**src/design/priority_retry_tx_scheduler_assert.svh**
```systemverilog
// Assertion macros for the scheduler RTL.
`ifndef PRIORITY_RETRY_TX_SCHEDULER_ASSERT_SVH
`define PRIORITY_RETRY_TX_SCHEDULER_ASSERT_SVH

// Same-cycle implication, checked outside reset.
`define PRTS_ASSERT_NOW(label, ante, cons, msg) \
    label: assert property (@(posedge i_clk) disable iff (!i_rst_n) \
        (ante) |-> (cons)) else $error(msg);

// Next-cycle implication, checked outside reset.
`define PRTS_ASSERT_NEXT(label, ante, cons, msg) \
    label: assert property (@(posedge i_clk) disable iff (!i_rst_n) \
        (ante) |=> (cons)) else $error(msg);

`endif

```
**src/design/prts_pkg.sv**
```systemverilog
package prts_pkg;

    localparam int QUEUE_DEPTH = 8;
    localparam int IDX_W       = $clog2(QUEUE_DEPTH);
    localparam int CNT_W       = $clog2(QUEUE_DEPTH + 1);

    localparam int TAG_W   = 16;
    localparam int LEN_W   = 16;
    localparam int PRIO_W  = 8;
    localparam int LIM_W   = 8;
    localparam int BASE_W  = 10;
    localparam int STEP_W  = 8;
    localparam int DELAY_W = 17;
    localparam int PROD_W  = STEP_W + LIM_W;

    localparam logic [BASE_W-1:0] BASE_RST = 10'd60;
    localparam logic [STEP_W-1:0] STEP_RST = 8'd40;

    localparam logic [1:0] ACT_ENQ  = 2'd0;
    localparam logic [1:0] ACT_SEND = 2'd1;
    localparam logic [1:0] ACT_ACK  = 2'd2;

    localparam logic [1:0] STAT_OK    = 2'd0;
    localparam logic [1:0] STAT_FULL  = 2'd1;
    localparam logic [1:0] STAT_EMPTY = 2'd2;
    localparam logic [1:0] STAT_NOCUR = 2'd3;

    typedef struct packed {
        logic [TAG_W-1:0]  tag;
        logic [LEN_W-1:0]  len;
        logic [PRIO_W-1:0] prio;
        logic [LIM_W-1:0]  limit;
        logic [LIM_W-1:0]  sends;
    } t_entry;

    // One index serves the read, the removal and the send count update.
    typedef struct packed {
        logic             app_en;
        logic             rm_en;
        logic             inc_en;
        logic [IDX_W-1:0] idx;
    } t_tbl_ctrl;

endpackage

```
**src/design/prts_table.sv**
```systemverilog
module prts_table (
    input  logic                            i_clk,
    input  logic                            i_rst_n,
    input  prts_pkg::t_tbl_ctrl             i_ctrl,
    input  prts_pkg::t_entry                i_app,
    output prts_pkg::t_entry                o_rd,
    output logic [prts_pkg::CNT_W-1:0]      o_cnt
);

    prts_pkg::t_entry r_ent [prts_pkg::QUEUE_DEPTH];
    prts_pkg::t_entry n_ent [prts_pkg::QUEUE_DEPTH];
    logic [prts_pkg::CNT_W-1:0] r_cnt;
    logic [prts_pkg::CNT_W-1:0] n_cnt;

    always_comb begin
        n_ent = r_ent;
        n_cnt = r_cnt;
        if (i_ctrl.rm_en) begin
            // close the gap: later entries move down by one
            for (int i = 0; i < prts_pkg::QUEUE_DEPTH - 1; i++) begin
                if (prts_pkg::IDX_W'(i) >= i_ctrl.idx) begin
                    n_ent[i] = r_ent[i + 1];
                end
            end
            n_cnt = r_cnt - prts_pkg::CNT_W'(1);
        end
        if (i_ctrl.app_en) begin
            n_ent[r_cnt[prts_pkg::IDX_W-1:0]] = i_app;
            n_cnt = r_cnt + prts_pkg::CNT_W'(1);
        end
        if (i_ctrl.inc_en) begin
            n_ent[i_ctrl.idx].sends = r_ent[i_ctrl.idx].sends + 8'd1;
        end
    end

    always_ff @(posedge i_clk) begin
        r_ent <= n_ent;
    end

    always_ff @(posedge i_clk) begin
        if (!i_rst_n) begin
            r_cnt <= '0;
        end else begin
            r_cnt <= n_cnt;
        end
    end

    assign o_rd  = r_ent[i_ctrl.idx];
    assign o_cnt = r_cnt;

endmodule

```
**src/design/priority_retry_tx_scheduler.sv**
```systemverilog
//  channel  | direction | tdata (low bit up)                      | tuser
//  ---------+-----------+-----------------------------------------+----------------------
//  s_axis   | in        | payload_tag, msg_len, retry_limit,      | action
//           |           | msg_priority                            |
//  m_axis   | out       | send_tag, send_len, delay_ms, retired   | status, send_valid
//  cfg      | in        | index 0 backoff_base, 1 backoff_step    | -
//
//  Enqueue and acknowledge pass from acceptance through the execute and finish states; a send
//  passes through execute, send, multiply and finish, with a scan state before send when a new
//  message must be selected, since one priority comparator walks the table one entry a cycle.
//  The block takes one transaction at a time; s_axis_tready is high only when idle.
//  A result waits in an internal register while m_axis is stalled; the output register
//  lets the next transaction in while the previous result is still waiting.
//  Reset (synchronous, active low) empties the queue and restores the backoff values.
module priority_retry_tx_scheduler (
    input  logic        i_clk,
    input  logic        i_rst_n,
    input  logic        s_axis_tvalid,
    output logic        s_axis_tready,
    input  logic [47:0] s_axis_tdata,   // payload_tag, msg_len, retry_limit, msg_priority
    input  logic [1:0]  s_axis_tuser,   // action
    output logic        m_axis_tvalid,
    input  logic        m_axis_tready,
    output logic [55:0] m_axis_tdata,   // send_tag, send_len, delay_ms, retired, zero pad
    output logic [2:0]  m_axis_tuser,   // status, send_valid
    input  logic        i_cfg_we,
    input  logic        i_cfg_idx,
    input  logic [9:0]  i_cfg_wdata
);

    `include "priority_retry_tx_scheduler_assert.svh"

    localparam logic [2:0] S_IDLE = 3'd0;
    localparam logic [2:0] S_EXEC = 3'd1;
    localparam logic [2:0] S_SCAN = 3'd2;
    localparam logic [2:0] S_SEND = 3'd3;
    localparam logic [2:0] S_MUL  = 3'd4;
    localparam logic [2:0] S_FIN  = 3'd5;

    localparam int IW = prts_pkg::IDX_W;
    localparam int CW = prts_pkg::CNT_W;

    logic [2:0] r_state, n_state;
    logic [1:0] r_act, n_act;
    prts_pkg::t_entry r_in, n_in;
    logic          r_held, n_held;
    logic [IW-1:0] r_cur, n_cur;
    logic [IW-1:0] r_idx, n_idx;
    logic [IW-1:0] r_best, n_best;
    logic [prts_pkg::PRIO_W-1:0] r_best_prio, n_best_prio;
    logic [prts_pkg::BASE_W-1:0] r_base;
    logic [prts_pkg::STEP_W-1:0] r_step;
    logic [prts_pkg::LIM_W-1:0]  r_mul_cnt, n_mul_cnt;

    logic [1:0]  r_res_status, n_res_status;
    logic        r_res_sv, n_res_sv;
    logic [15:0] r_res_tag, n_res_tag;
    logic [15:0] r_res_len, n_res_len;
    logic [16:0] r_res_delay, n_res_delay;
    logic        r_res_ret, n_res_ret;

    logic        r_out_valid, n_out_valid;
    logic [55:0] r_out_tdata, n_out_tdata;
    logic [2:0]  r_out_tuser, n_out_tuser;

    prts_pkg::t_tbl_ctrl tbl_ctrl;
    prts_pkg::t_entry    tbl_rd;
    logic [CW-1:0]       tbl_cnt;

    logic                        accept;
    logic                        send_inc;
    logic                        send_retire;
    logic [prts_pkg::LIM_W-1:0]  send_cnt;
    logic [prts_pkg::PROD_W-1:0] mul_prod;

    prts_table u_table (
        .i_clk   (i_clk),
        .i_rst_n (i_rst_n),
        .i_ctrl  (tbl_ctrl),
        .i_app   (r_in),
        .o_rd    (tbl_rd),
        .o_cnt   (tbl_cnt)
    );

    assign accept = s_axis_tvalid && s_axis_tready;

    assign send_inc    = tbl_rd.limit > tbl_rd.sends;
    assign send_cnt    = send_inc ? tbl_rd.sends + 8'd1 : tbl_rd.sends;
    assign send_retire = send_cnt >= tbl_rd.limit;
    assign mul_prod    = r_step * r_mul_cnt;

    always_comb begin
        n_state      = r_state;
        n_act        = r_act;
        n_in         = r_in;
        n_held       = r_held;
        n_cur        = r_cur;
        n_idx        = r_idx;
        n_best       = r_best;
        n_best_prio  = r_best_prio;
        n_mul_cnt    = r_mul_cnt;
        n_res_status = r_res_status;
        n_res_sv     = r_res_sv;
        n_res_tag    = r_res_tag;
        n_res_len    = r_res_len;
        n_res_delay  = r_res_delay;
        n_res_ret    = r_res_ret;
        n_out_valid  = r_out_valid && !m_axis_tready;
        n_out_tdata  = r_out_tdata;
        n_out_tuser  = r_out_tuser;
        tbl_ctrl     = '0;
        tbl_ctrl.idx = r_cur;

        case (r_state)
            S_IDLE: begin
                if (accept) begin
                    n_act          = s_axis_tuser;
                    n_in.tag       = s_axis_tdata[15:0];
                    n_in.len       = s_axis_tdata[31:16];
                    n_in.limit     = s_axis_tdata[39:32];
                    n_in.prio      = s_axis_tdata[47:40];
                    n_in.sends     = '0;
                    n_state        = S_EXEC;
                end
            end
            S_EXEC: begin
                n_res_status = prts_pkg::STAT_OK;
                n_res_sv     = 1'b0;
                n_res_tag    = '0;
                n_res_len    = '0;
                n_res_delay  = '0;
                n_res_ret    = 1'b0;
                n_state      = S_FIN;
                case (r_act)
                    prts_pkg::ACT_ENQ: begin
                        if (tbl_cnt >= CW'(prts_pkg::QUEUE_DEPTH)) begin
                            n_res_status = prts_pkg::STAT_FULL;
                        end else begin
                            tbl_ctrl.app_en = 1'b1;
                        end
                    end
                    prts_pkg::ACT_SEND: begin
                        if (!r_held && tbl_cnt != '0) begin
                            n_idx   = '0;
                            n_state = S_SCAN;
                        end else if (r_held && CW'(r_cur) < tbl_cnt) begin
                            n_state = S_SEND;
                        end else begin
                            n_held       = 1'b0;
                            n_res_status = prts_pkg::STAT_EMPTY;
                        end
                    end
                    prts_pkg::ACT_ACK: begin
                        if (r_held && CW'(r_cur) < tbl_cnt) begin
                            tbl_ctrl.rm_en = 1'b1;
                            n_res_ret      = 1'b1;
                        end else begin
                            n_res_status = prts_pkg::STAT_NOCUR;
                        end
                        n_held = 1'b0;
                        n_cur  = '0;
                    end
                    default: begin
                    end
                endcase
            end
            S_SCAN: begin
                // strict compare keeps the earliest entry on a tie
                tbl_ctrl.idx = r_idx;
                if (r_idx == '0 || tbl_rd.prio > r_best_prio) begin
                    n_best      = r_idx;
                    n_best_prio = tbl_rd.prio;
                end
                n_idx = r_idx + IW'(1);
                if (CW'(r_idx) + CW'(1) == tbl_cnt) begin
                    n_cur   = n_best;
                    n_held  = 1'b1;
                    n_state = S_SEND;
                end
            end
            S_SEND: begin
                n_res_sv  = 1'b1;
                n_res_tag = tbl_rd.tag;
                n_res_len = tbl_rd.len;
                n_mul_cnt = send_cnt;
                if (send_retire) begin
                    tbl_ctrl.rm_en = 1'b1;
                    n_held         = 1'b0;
                    n_cur          = '0;
                    n_res_ret      = 1'b1;
                end else if (send_inc) begin
                    tbl_ctrl.inc_en = 1'b1;
                end
                n_state = S_MUL;
            end
            S_MUL: begin
                n_res_delay = prts_pkg::DELAY_W'(r_base) + prts_pkg::DELAY_W'(mul_prod);
                n_state     = S_FIN;
            end
            S_FIN: begin
                // hold until the output register is free
                if (!r_out_valid || m_axis_tready) begin
                    n_out_valid = 1'b1;
                    n_out_tdata = {6'd0, r_res_ret, r_res_delay, r_res_len, r_res_tag};
                    n_out_tuser = {r_res_sv, r_res_status};
                    n_state     = S_IDLE;
                end
            end
            default: begin
                n_state = S_IDLE;
            end
        endcase
    end

    always_ff @(posedge i_clk) begin
        if (!i_rst_n) begin
            r_state     <= S_IDLE;
            r_held      <= 1'b0;
            r_cur       <= '0;
            r_out_valid <= 1'b0;
            r_base      <= prts_pkg::BASE_RST;
            r_step      <= prts_pkg::STEP_RST;
        end else begin
            r_state     <= n_state;
            r_held      <= n_held;
            r_cur       <= n_cur;
            r_out_valid <= n_out_valid;
            if (i_cfg_we) begin
                if (i_cfg_idx == 1'b0) begin
                    r_base <= i_cfg_wdata;
                end else begin
                    r_step <= i_cfg_wdata[prts_pkg::STEP_W-1:0];
                end
            end
        end
    end

    always_ff @(posedge i_clk) begin
        r_act        <= n_act;
        r_in         <= n_in;
        r_idx        <= n_idx;
        r_best       <= n_best;
        r_best_prio  <= n_best_prio;
        r_mul_cnt    <= n_mul_cnt;
        r_res_status <= n_res_status;
        r_res_sv     <= n_res_sv;
        r_res_tag    <= n_res_tag;
        r_res_len    <= n_res_len;
        r_res_delay  <= n_res_delay;
        r_res_ret    <= n_res_ret;
        r_out_tdata  <= n_out_tdata;
        r_out_tuser  <= n_out_tuser;
    end

    assign s_axis_tready = (r_state == S_IDLE);
    assign m_axis_tvalid = r_out_valid;
    assign m_axis_tdata  = r_out_tdata;
    assign m_axis_tuser  = r_out_tuser;

    `PRTS_ASSERT_NOW(a_cnt_bound, 1'b1, tbl_cnt <= CW'(prts_pkg::QUEUE_DEPTH), "fill count overflow")
    `PRTS_ASSERT_NOW(a_cur_in_queue, r_held, CW'(r_cur) < tbl_cnt, "current message outside queue")
    `PRTS_ASSERT_NEXT(a_retire_shrinks, r_state == S_SEND && send_retire, tbl_cnt == $past(tbl_cnt) - CW'(1), "retire did not shrink queue")
    `PRTS_ASSERT_NEXT(a_fin_holds, r_state == S_FIN && r_out_valid && !m_axis_tready, r_state == S_FIN, "result dropped while output stalled")
    `PRTS_ASSERT_NOW(a_send_ok, m_axis_tvalid && m_axis_tuser[2], m_axis_tuser[1:0] == prts_pkg::STAT_OK, "send with error status")

endmodule

```
**config.mk**
```make
export PLATFORM = sky130hd
export DESIGN_NAME = priority_retry_tx_scheduler
export DESIGN_NICKNAME = d
export VERILOG_FILES = /design/src/design/prts_pkg.sv /design/src/design/prts_table.sv /design/src/design/priority_retry_tx_scheduler.sv
export VERILOG_INCLUDE_DIRS = /design/src /design/src/design
export SDC_FILE = /design/constraint.sdc
export NUM_CORES = 2
export LEC_CHECK = 0
export ABC_AREA = 1
export BUFFER_PORTS_ARGS = -buffer_cell sky130_fd_sc_hd__buf_2
export CAP_MARGIN = 30
export CORE_AREA = 2 2 240 242
export DETAILED_ROUTE_END_ITERATION = 8
export DIE_AREA = 0 0 242 244
export PLACE_DENSITY = 0.77
export SLEW_MARGIN = 20
export SYNTH_ARGS = -nofsm -noshare
export SYNTH_HDL_FRONTEND = slang
export SYNTH_SLANG_ARGS = --single-unit
```
**constraint.sdc**
```tcl
create_clock -name i_clk -period 5.4 [get_ports i_clk]
set_input_delay 1.08 -clock i_clk [delete_from_list [all_inputs] [get_ports i_clk]]
set_output_delay 1.08 -clock i_clk [all_outputs]
set_load 0.05 [all_outputs]
```
==> metrics.md <==
| Metric | Value |
|---|---|
| GRT Overall Usage | `33.3%` |
| Pin count of the biggest net entering global routing | `86` |
| CTS tree | `yes` |
| EDFF count, synth | `226` |
| Initial DRT Pass Iterations | `6` |
| Status | `completed` |
| Layout Nets | `4688` |
| Most common cell on crit path | `nand2_1` |
| GPL Wtd Cong | `0.962` |
| Critical path's slowest cell | `dfxtp_1` |
| Fraction of layout cells with a size suffix above 1 | `10.9%` |
| Top cell type's share of synthesized area | `25.6%` |
| First-pass GRT wire length | `155 mm` |
| LEAKAGE | `18.3 nW` |
| Main combinational cell family by area after synthesis | `simple AND/OR/NAND/NOR gates` |
| Remaining Overflow, GRT | `0` |
| Synth top area cells | `dfxtp_1, edfxtp_1, nand2_1` |
| Sw frac | `34.0%` |
| Hold Path Class | `flip-flop to flip-flop` |
| Vias/cell | `5.73` |
| Initial antenna violation count | `3` |
| Synth Warn # | `0` |
| Final period util | `96.6%` |
| Setup TNS | `0 ns` |
| # rows | `87` |
| Critical path class | `flip-flop to flip-flop` |
| CTS Buf Count | `70` |
| MaxCap Viol Count | `0` |
| RSZ-0062 raised after global routing | `true` |
| Worst Max-Slew Pin Slew | `1.03 ns` |
| WL per Instance | `18.9 microns` |
| Die width | `242 microns` |
| Detailed Route WL | `100 mm` |
| DR vias | `30500` |
| Pwr dens | `447 nW/um^2` |
| Complex-gate fraction of the synthesized area | `16.8%` |
| Worst-skew pair later-pin latency | `0.63 ns` |
| Syn Area/Cell | `7.65 sq um` |
| Port bufs | `120` |
| Internal | `0.0113 W` |
| Top post-synthesis cells by count | `nand2_1, inv_1, o21ai_0` |
| VDD IR max | `0.300 mV` |
| Max-slew violations | `0` |
| Cells after synthesis | `4391` |
| Critical Path End Type | `flip-flop` |
| Starting DRT DRC Count | `3776` |
| Dpl hpwl | `63.7 mm` |
| Post-synthesis cell area | `33600 sq um` |
| Design area | `38300 sq um` |
| Post-synthesis xor/xnor area fraction | `0.130%` |
| Placed Cells incl. Taps | `5165` |
| Worst Skew | `0.0249 ns` |
| Seq cells post-synth | `656` |
| Top Ports | `127` |
| Core area | `56200 sq um` |
| Die area | `59000 sq um` |
| Placement Cell Area | `35500 sq um` |
| Clock power share | `29.1%` |
| Sequential power share | `42.9%` |
| Family with the most delay on the worst path | `simple AND/OR/NAND/NOR gates` |
| CP Data Required Time | `5.90 ns` |
| Sequential-to-total area share from yosys stat | `45.8%` |
| Post-synth top area cell | `dfxtp_1` |
| Most frequent cell after synthesis | `nand2_1` |
| Top FF cell, synth | `dfxtp_1` |
| Final design utilization | `68.1%` |
| Final hold viol count | `0` |
| Final std cells w/o fill | `5318` |
| Initial core utilization | `59.8%` |
| Psw | `0.00582 W` |
| Largest fanout on the critical path | `35` |
| Distinct cells, synth | `61` |
| Setup violations, final | `0` |
| Post-layout min period | `5.22 ns` |
| Clk sinks | `656` |
| Critical Path Max Stage Delay | `0.34 ns` |
| Vias in the first global route | `28500` |
| DRC Markers | `0` |
| Area delta synth->final | `14.0%` |
| Post-Synth Adder-Cell Area | `5.45%` |
| WP buf/inv | `8` |
| Worst-path clk slew | `0.06 ns` |
| Slew headroom | `31.5%` |
| Post-route ant nets | `0` |
| Max clock buf depth | `3` |
| CP Launch Type | `flip-flop` |
| Fmax | `192 MHz` |
| Comb pwr share | `28.0%` |
| Root Buffer | `clkbuf_16` |
| Post-synthesis simple-gate area fraction | `19.8%` |
| Die Ht | `244 microns` |
| Htree depth | `3` |
| WP data arrival | `5.72 ns` |
| Synth async-reset ratio | `0%` |
| Multiplexer area fraction after synthesis | `0%` |
[layer usage]
| layer | up-vias | part of all wire (%) | global-route usage (%) |
|---|---|---|---|
| li1 | 14400 | - | - |
| met1 | 14000 | 39 | 43.6 |
| met2 | 1760 | 45 | 53.5 |
| met3 | 326 | 11 | 6.33 |
| met4 | 2 | 4.5 | 15.9 |
| met5 | - | 0.018 | 0 |
[worst register-to-register path, delay by kind of cell (launching register included)]
| family | cells | cell delay (ns) |
|---|---|---|
| flip-flops | 1 | 0.34 |
| AND/OR/NAND/NOR | 13 | 1.45 |
| XOR/XNOR | 1 | 0.18 |
| adder cells (fa/ha/maj) | 2 | 0.59 |
| buffers and inverters | 8 | 1.30 |
| AO/OA/AOI/OAI | 8 | 1.23 |
[worst paths after layout]
check	startpoint	endpoint	slack, ns	cells past startpoint
hold / removal	r_res_delay[2]$_SDFFCE_PN0P_	m_axis_tdata[34]$_DFFE_PP_	0.42	0
hold reg to reg	r_res_delay[2]$_SDFFCE_PN0P_	m_axis_tdata[34]$_DFFE_PP_	0.42	0
setup reg to reg	r_state[2]$_SDFFE_PN0P_	u_table.r_ent[186]$_DFF_P_	0.18	32
setup / recovery	r_state[2]$_SDFFE_PN0P_	u_table.r_ent[186]$_DFF_P_	0.18	32
[power by group through the flow]
stage / sequential [W] / clock, W / combinational, W
CTS: 0.00730 / 0.00503 / 0.00458
finish: 0.00735 / 0.00498 / 0.00479
global route: 0.00746 / 0.00522 / 0.00539
detailed placement: 0.00738 / 0 / 0.00451
global placement: 0.00737 / 0 / 0.00434
floorplan: 0.00727 / 0 / 0.00321
[cell families after synthesis]
family | after synthesis
adders and majority gates | 118
xor gates and xnor gates | 5
DFF | 656
AOI/OAI and AO/OA | 1023
and+or+nand+nor | 1580
buffers and inverters | 1008
other | 1
[placed cells by master (no fill, tap or decap), types with 8 or more instances in the layout]
| master | synthesis | layout |
|---|---|---|
| o21ai_1 | 65 | 78 |
| a31oi_1 | 37 | 36 |
| nand3_1 | 272 | 272 |
| nand4_1 | 13 | 13 |
| nand2_4 | 7 | 14 |
| buf_2 | 68 | 120 |
| o211ai_1 | 56 | 56 |
| dfxtp_1 | 430 | 429 |
| nand2_1 | 1096 | 1087 |
| o22ai_1 | 18 | 18 |
| fa_1 | 47 | 47 |
| ha_1 | 71 | 71 |
| nor2_4 | 11 | 20 |
| a21oi_1 | 131 | 127 |
| o21ai_0 | 618 | 602 |
| inv_1 | 743 | 738 |
| clkbuf_8 | 0 | 10 |
| a221oi_1 | 18 | 18 |
| clkbuf_1 | 131 | 17 |
| nor2_1 | 135 | 130 |
| a22oi_1 | 29 | 29 |
| clkinv_1 | 4 | 8 |
| buf_12 | 1 | 28 |
| edfxtp_1 | 226 | 226 |
| inv_2 | 15 | 17 |
| clkbuf_16 | 0 | 75 |
| buf_4 | 13 | 123 |
| o221ai_1 | 20 | 20 |
| nand2_2 | 13 | 13 |
| clkinv_2 | 0 | 11 |
[what timing repair did]
item,in CTS,in global routing
buffers inserted,7,14
setup endpoints to repair,407,407
pin swaps,3,11
hold buffers,0,0
gates resized for setup,7,53
cloned,0,2
[area by class of cell]
| type | instances | area, sq um |
|---|---|---|
| antenna | 1 | 2.50 |
| sequential | 656 | 15400 |
| timing repair buffer | 281 | 2260 |
| fill | 4642 | 17900 |
| multi-input combinational | 2732 | 14400 |
| tap | 756 | 946 |
| clock buffer | 100 | 2030 |
| inverter | 763 | 2880 |
| clock inverter | 29 | 343 |
[sequential cells by signal, summed over array words and instances (netlist names), 10 cells and up, named ones only]
name and count:
r_res_tag 16, r_in 48, r_base 10, u_table.r_ent 400
m_axis_tdata 50, r_res_len 16, r_res_delay 17
[metrics by stage]
step	power (W)	worst slack [ns]	hold slack, ns
3_3_place_gp	0.0117	-0.214	0.401
6_report	0.0171	0.181	0.416
2_1_floorplan	0.0105	0.345	0.400
5_1_grt	0.0181	-0.0490	0.419
4_1_cts	0.0169	0.00271	0.416
3_5_place_dp	0.0119	-0.455	0.405
No activity file was read; power rests on OpenSTA's default activity.
